`src/hdl/rcch_fifo.sv`:
```
`timescale 1ns / 1ps
// ----------------------------------------------------------------------------
// rcch_fifo
// show-ahead queue: memory plus a registered read stage that holds the head
// ----------------------------------------------------------------------------
module rcch_fifo #(
  parameter int DATA_W = 8,
  parameter int DEPTH  = 16
) (
  input  logic              clk,
  input  logic              rst,
  input  logic              push,
  input  logic [DATA_W-1:0] din,
  input  logic              pop,
  output logic [DATA_W-1:0] dout,
  output logic              empty
);

  localparam int AW = $clog2(DEPTH);

  logic [DATA_W-1:0] mem [DEPTH];
  logic [AW-1:0]     wr_ptr;
  logic [AW-1:0]     rd_ptr;
  logic [AW:0]       count;
  logic              head_valid;
  logic              load;

  // refill the head register when it is free or being taken
  assign load  = (count != '0) && (!head_valid || pop);
  assign empty = !head_valid;

  always_ff @(posedge clk) begin
    if (push) begin
      mem[wr_ptr] <= din;
    end
  end

  always_ff @(posedge clk) begin
    if (load) begin
      dout <= mem[rd_ptr];
    end
  end

  always_ff @(posedge clk) begin
    if (rst) begin
      wr_ptr     <= '0;
      rd_ptr     <= '0;
      count      <= '0;
      head_valid <= 1'b0;
    end else begin
      if (push) begin
        wr_ptr <= wr_ptr + AW'(1);
      end
      if (load) begin
        rd_ptr <= rd_ptr + AW'(1);
      end
      count <= count + (AW+1)'(push) - (AW+1)'(load);
      if (load) begin
        head_valid <= 1'b1;
      end else if (pop) begin
        head_valid <= 1'b0;
      end
    end
  end

endmodule

```
`config.mk`:
```
export PLATFORM = sky130hd
export DESIGN_NAME = rcch_fifo
export DESIGN_NICKNAME = d
export VERILOG_FILES = /design/src/hdl/rcch_fifo.sv
export SDC_FILE = /design/constraint.sdc
export NUM_CORES = 1
export LEC_CHECK = 0
export BUFFER_PORTS_ARGS = -buffer_cell sky130_fd_sc_hd__buf_2
export CORE_ASPECT_RATIO = 1.1
export CORE_MARGIN = 2
export CORE_UTILIZATION = 45
export CTS_CLUSTER_DIAMETER = 80
export DETAILED_ROUTE_END_ITERATION = 6
export PLACE_DENSITY = 0.58
export RECOVER_POWER = 50
export SLEW_MARGIN = 20
export SYNTH_ARGS = -nofsm -noshare
export SYNTH_HDL_FRONTEND = slang
export SYNTH_SLANG_ARGS = --single-unit
```
`constraint.sdc`:
```
create_clock -name clk -period 5.05 [get_ports clk]
set_clock_uncertainty 0.05 [all_clocks]
set_input_delay 1.01 -clock clk [delete_from_list [all_inputs] [get_ports clk]]
set_output_delay 1.01 -clock clk [all_outputs]
set_load 0.02 [all_outputs]
```
==> impl_metrics.prom <==
# TYPE chip_impl_metric gauge
chip_impl_info{name="status",value="complete, no violations"} 1
chip_impl_info{name="synth.cells.most_frequent",value="sky130_fd_sc_hd__edfxtp_1, sky130_fd_sc_hd__mux2i_1, sky130_fd_sc_hd__and2_1"} 1
chip_impl_metric{name="layout_worst_path_cycle_share",unit=""} 0.689
chip_impl_metric{name="cell_internal_pwr",unit="mW"} 2.53
chip_impl_metric{name="holdWs",unit="ns"} 0.524
chip_impl_metric{name="buffer_ports.inserted",unit=""} 20
chip_impl_metric{name="number_of_detailed_route_iterations_in_the_first_pass",unit=""} 4
chip_impl_metric{name="dieHeight",unit="um"} 126
chip_impl_metric{name="cp.buffers_inverters",unit=""} 2
chip_impl_metric{name="power.net_switching",unit="mW"} 0.994
chip_impl_metric{name="routedWlPerCell",unit="um"} 22.2
chip_impl_metric{name="fp.dieW",unit="um"} 115
chip_impl_metric{name="stdcell_area",unit="sq mm"} 0.00688
chip_impl_metric{name="async_reset_ff_frac",unit=""} 0
chip_impl_metric{name="initial_antenna_violation_count",unit=""} 0
chip_impl_metric{name="syn_inst",unit=""} 341
chip_impl_metric{name="global_placement_routability_congestion",unit=""} 0.764
chip_impl_metric{name="post_detail_place_hpwl",unit="um"} 7670
chip_impl_info{name="synthDominantAreaCellType",value="sky130_fd_sc_hd__edfxtp_1"} 1
chip_impl_metric{name="globalRoute.totalOverflow",unit=""} 0
chip_impl_metric{name="grt_pass1_wl",unit="um"} 18700
chip_impl_metric{name="setup_ws",unit="ns"} 1.57
chip_impl_info{name="synth.area.top_cells",value="sky130_fd_sc_hd__edfxtp_1, sky130_fd_sc_hd__mux4_2, sky130_fd_sc_hd__mux2i_1, sky130_fd_sc_hd__dfxtp_1, sky130_fd_sc_hd__a221oi_2"} 1
chip_impl_info{name="clock-root-buffer",value="sky130_fd_sc_hd__clkbuf_16"} 1
chip_impl_metric{name="setup_tns",unit="ns"} 0
chip_impl_metric{name="minimum_period_implied_by_the_final_worst_setup_slack",unit="ns"} 3.48
chip_impl_info{name="cp_common_cell",value="sky130_fd_sc_hd__ha_1"} 1
chip_impl_info{name="synth-main-ff-cell",value="sky130_fd_sc_hd__edfxtp_1"} 1
chip_impl_metric{name="cap_viol_max_count",unit=""} 0
chip_impl_metric{name="num-nets-final",unit=""} 393
chip_impl_metric{name="cts_setup_buffers",unit=""} 0
chip_impl_info{name="worstSetupEndpointType",value="flip-flop"} 1
chip_impl_metric{name="rows",unit=""} 44
chip_impl_metric{name="setup_viol_count_final",unit=""} 0
chip_impl_metric{name="cts_buffers",unit=""} 17
chip_impl_metric{name="synth-seq-area-share",unit=""} 0.716
chip_impl_metric{name="count_of_flip_flops_with_a_built_in_enable_after_synthesis",unit=""} 136
chip_impl_metric{name="grt_use_total",unit=""} 0.182
chip_impl_metric{name="synth.top_cell.area_share",unit=""} 0.670
chip_impl_metric{name="cts_resized",unit=""} 0
chip_impl_metric{name="power.static_leakage",unit="nW"} 2.34
chip_impl_metric{name="finalHoldViolations",unit=""} 0
chip_impl_info{name="most_numerous_cell_in_the_yosys_netlist",value="sky130_fd_sc_hd__edfxtp_1"} 1
chip_impl_metric{name="clock_tree.htree_level_count",unit=""} 4
chip_impl_metric{name="slew_headroom",unit=""} 0.343
chip_impl_metric{name="worst_setup_hold_path_clk_slew",unit="ns"} 0.06
chip_impl_metric{name="cpPeakStageDelay",unit="ns"} 0.61
chip_impl_metric{name="worst_ep_arrival_time",unit="ns"} 3.78
chip_impl_info{name="hold_path.class",value="flip-flop to flip-flop"} 1
chip_impl_metric{name="placeableCoreArea",unit="sq mm"} 0.0132
chip_impl_metric{name="grt_max_degree",unit=""} 30
chip_impl_metric{name="ant_nets",unit=""} 0
chip_impl_metric{name="filler_cell_count",unit=""} 1044
chip_impl_metric{name="switching_share_of_total_power",unit=""} 0.283
chip_impl_metric{name="yosys-mux-area-fraction",unit=""} 0.113
chip_impl_metric{name="postSynthRegisterBits",unit=""} 150
chip_impl_metric{name="number_of_global_route_vias_before_repair",unit=""} 3058
chip_impl_metric{name="clock_insertion_delay_worst_skew",unit="ns"} 0.41
chip_impl_info{name="critPathTopFamily",value="simple AND/OR/NAND/NOR gates"} 1
chip_impl_metric{name="place_ws",unit="ns"} 1.38
chip_impl_metric{name="synth_adder_area_share",unit=""} 0.0259
chip_impl_metric{name="multi_input_area",unit="sq mm"} 0.00156
chip_impl_info{name="critical_path.slowest_cell",value="sky130_fd_sc_hd__nor4b_1"} 1
chip_impl_metric{name="synthXorXnorAreaFrac",unit=""} 0.0129
chip_impl_metric{name="combPwrFrac",unit=""} 0.208
chip_impl_info{name="rsz0062_at_grt",value="false"} 1
chip_impl_metric{name="areaGrowthSynthToFinish",unit="%"} 12.9
chip_impl_metric{name="postCtsHoldBufs",unit=""} 0
chip_impl_metric{name="ir_drop",unit="V"} 0.000192
chip_impl_metric{name="initialDrtViolationCount",unit=""} 251
chip_impl_metric{name="power.sequential.fraction",unit=""} 0.435
chip_impl_metric{name="drc",unit=""} 0
chip_impl_metric{name="clkSinkCount",unit=""} 150
chip_impl_info{name="kind_of_start_point_of_the_critical_path",value="flip-flop"} 1
chip_impl_metric{name="synth_compound_area_frac",unit=""} 0.0558
chip_impl_info{name="synth_top_family_by_area",value="multiplexers"} 1
chip_impl_metric{name="clkPwrFrac",unit=""} 0.357
chip_impl_metric{name="pwr_density_cell",unit="mW/mm^2"} 512
chip_impl_metric{name="final_max_slew_viol_count",unit=""} 0
chip_impl_info{name="path_cells",value="inv_1, ha_1, nor4b_1, nor2_1, ha_1, inv_1, ha_1, fa_1, a21oi_1, nor2_1, or3_1, a21oi_1"} 1
chip_impl_metric{name="post_synth.cell_area_avg",unit="sq um"} 17.9
chip_impl_metric{name="synth-simple-area-share",unit=""} 0.0482
chip_impl_metric{name="cts_buffer_depth",unit=""} 2
chip_impl_metric{name="max_freq",unit="MHz"} 287
chip_impl_metric{name="die-area",unit="sq mm"} 0.0145
chip_impl_metric{name="crit_path_max_fanout",unit=""} 11
chip_impl_metric{name="drive_gt1_frac",unit=""} 0.199
chip_impl_metric{name="synth.distinct_cells",unit=""} 35
chip_impl_metric{name="synth-warning-count",unit=""} 0
chip_impl_metric{name="worstPathRequired",unit="ns"} 5.35
chip_impl_metric{name="vias_per_cell",unit=""} 5.49
chip_impl_metric{name="syn_std_cell_area",unit="sq mm"} 0.00609
chip_impl_metric{name="floorplan.initialDensity",unit=""} 0.461
chip_impl_metric{name="regArea",unit="sq mm"} 0.00437
chip_impl_metric{name="insertedDiodeCount",unit=""} 0
chip_impl_metric{name="dpl-instance-area",unit="sq mm"} 0.00630
chip_impl_metric{name="drt-total-wl",unit="um"} 12000
chip_impl_metric{name="routed-via-count",unit=""} 2980
chip_impl_info{name="crit_type",value="flip-flop to flip-flop"} 1
chip_impl_metric{name="synth_nets",unit=""} 365
chip_impl_info{name="cts_tree",value="yes"} 1
chip_impl_metric{name="io_pins",unit=""} 21
chip_impl_metric{name="tightestPinTransition",unit="ns"} 0.981
chip_impl_metric{name="post-route-util",unit=""} 0.521
cells in the final DEF, fill, tap and decap left out, drive strengths merged:
cell type  instances
edfxtp           136
mux2i             33
clkbuf            26
and2              17
inv               17
mux4              16
buf               16
a221oi            16
nor2              14
dfxtp             14
nand2             12
ha                11
o21ai             10
a22oi              8
xnor2              6
nor2b              5
a21oi              4
clkinv             4
xor2               3
nor3b              2
bufinv             2
clkinvlp           2
nor4b              1
and3               1
a21o               1
nand4              1
nand3              1
nor3               1
or3                1
fa                 1
registers in the layout, indices dropped and copies added, names as in the netlist:
register / count
wr_ptr: 4
rd_ptr: 4
mem: 128
count: 5
head_valid: 1
dout: 8
cell type report:
class	instances	share of cell area
clock buffer	17	0.0619
clock inverter	15	0.0242
inverter	10	0.00546
multi-input combinational	165	0.226
sequential	150	0.635
tap	161	0.0293
timing repair buffer	25	0.0184
worst reg2reg max path: cells and delay by family (launching register included):
kind	cells	cell delay, ns
and+or+nand+nor	4	1.45
adders and majority gates	4	1.15
DFF	1	0.32
AOI/OAI and AO/OA	2	0.31
buffers and inverters	2	0.12
layer usage:
layer | wire (um) | up-vias | global-route usage
li1 | - | 1394 | -
met1 | 5450 | 1526 | 0.248
met2 | 6160 | 56 | 0.289
met3 | 355 | 4 | 0.0505
met4 | 72 | 0 | 0.0532
met5 | 0 | - | 0
power groups by stage:
stage	registers, mW	logic, mW	clock network, mW
after floorplan	1.55	0.567	0
after global placement	1.56	0.728	0
after detailed placement	1.56	0.748	0
after CTS	1.54	0.751	1.28
after global routing	1.54	0.809	1.33
final	1.53	0.731	1.26
cell families (layout without fill, tap and decap cells):
kind of cell,Yosys count,count (layout)
xor+xnor,9,9
compound gates,39,39
buf+inv,26,67
flops,150,150
simple gates,56,56
fa+ha+maj,12,12
mux,49,49
metrics by stage:
step | std cells | power [mW]
floorplan | 341 | 2.12
global placement | 511 | 2.29
detailed placement | 511 | 2.31
CTS | 543 | 3.57
global route | 543 | 3.69
finish | 543 | 3.52
worst paths after layout:
check,from,slack [ns],depth (start not counted),endpoint
max,count[2],1.57,12,count[4]
min,wr_ptr[0],0.52,2,wr_ptr[0]
max reg2reg,count[2],1.57,12,count[4]
min reg2reg,wr_ptr[0],0.52,2,wr_ptr[0]
No activity file was read; power rests on OpenSTA's default activity.
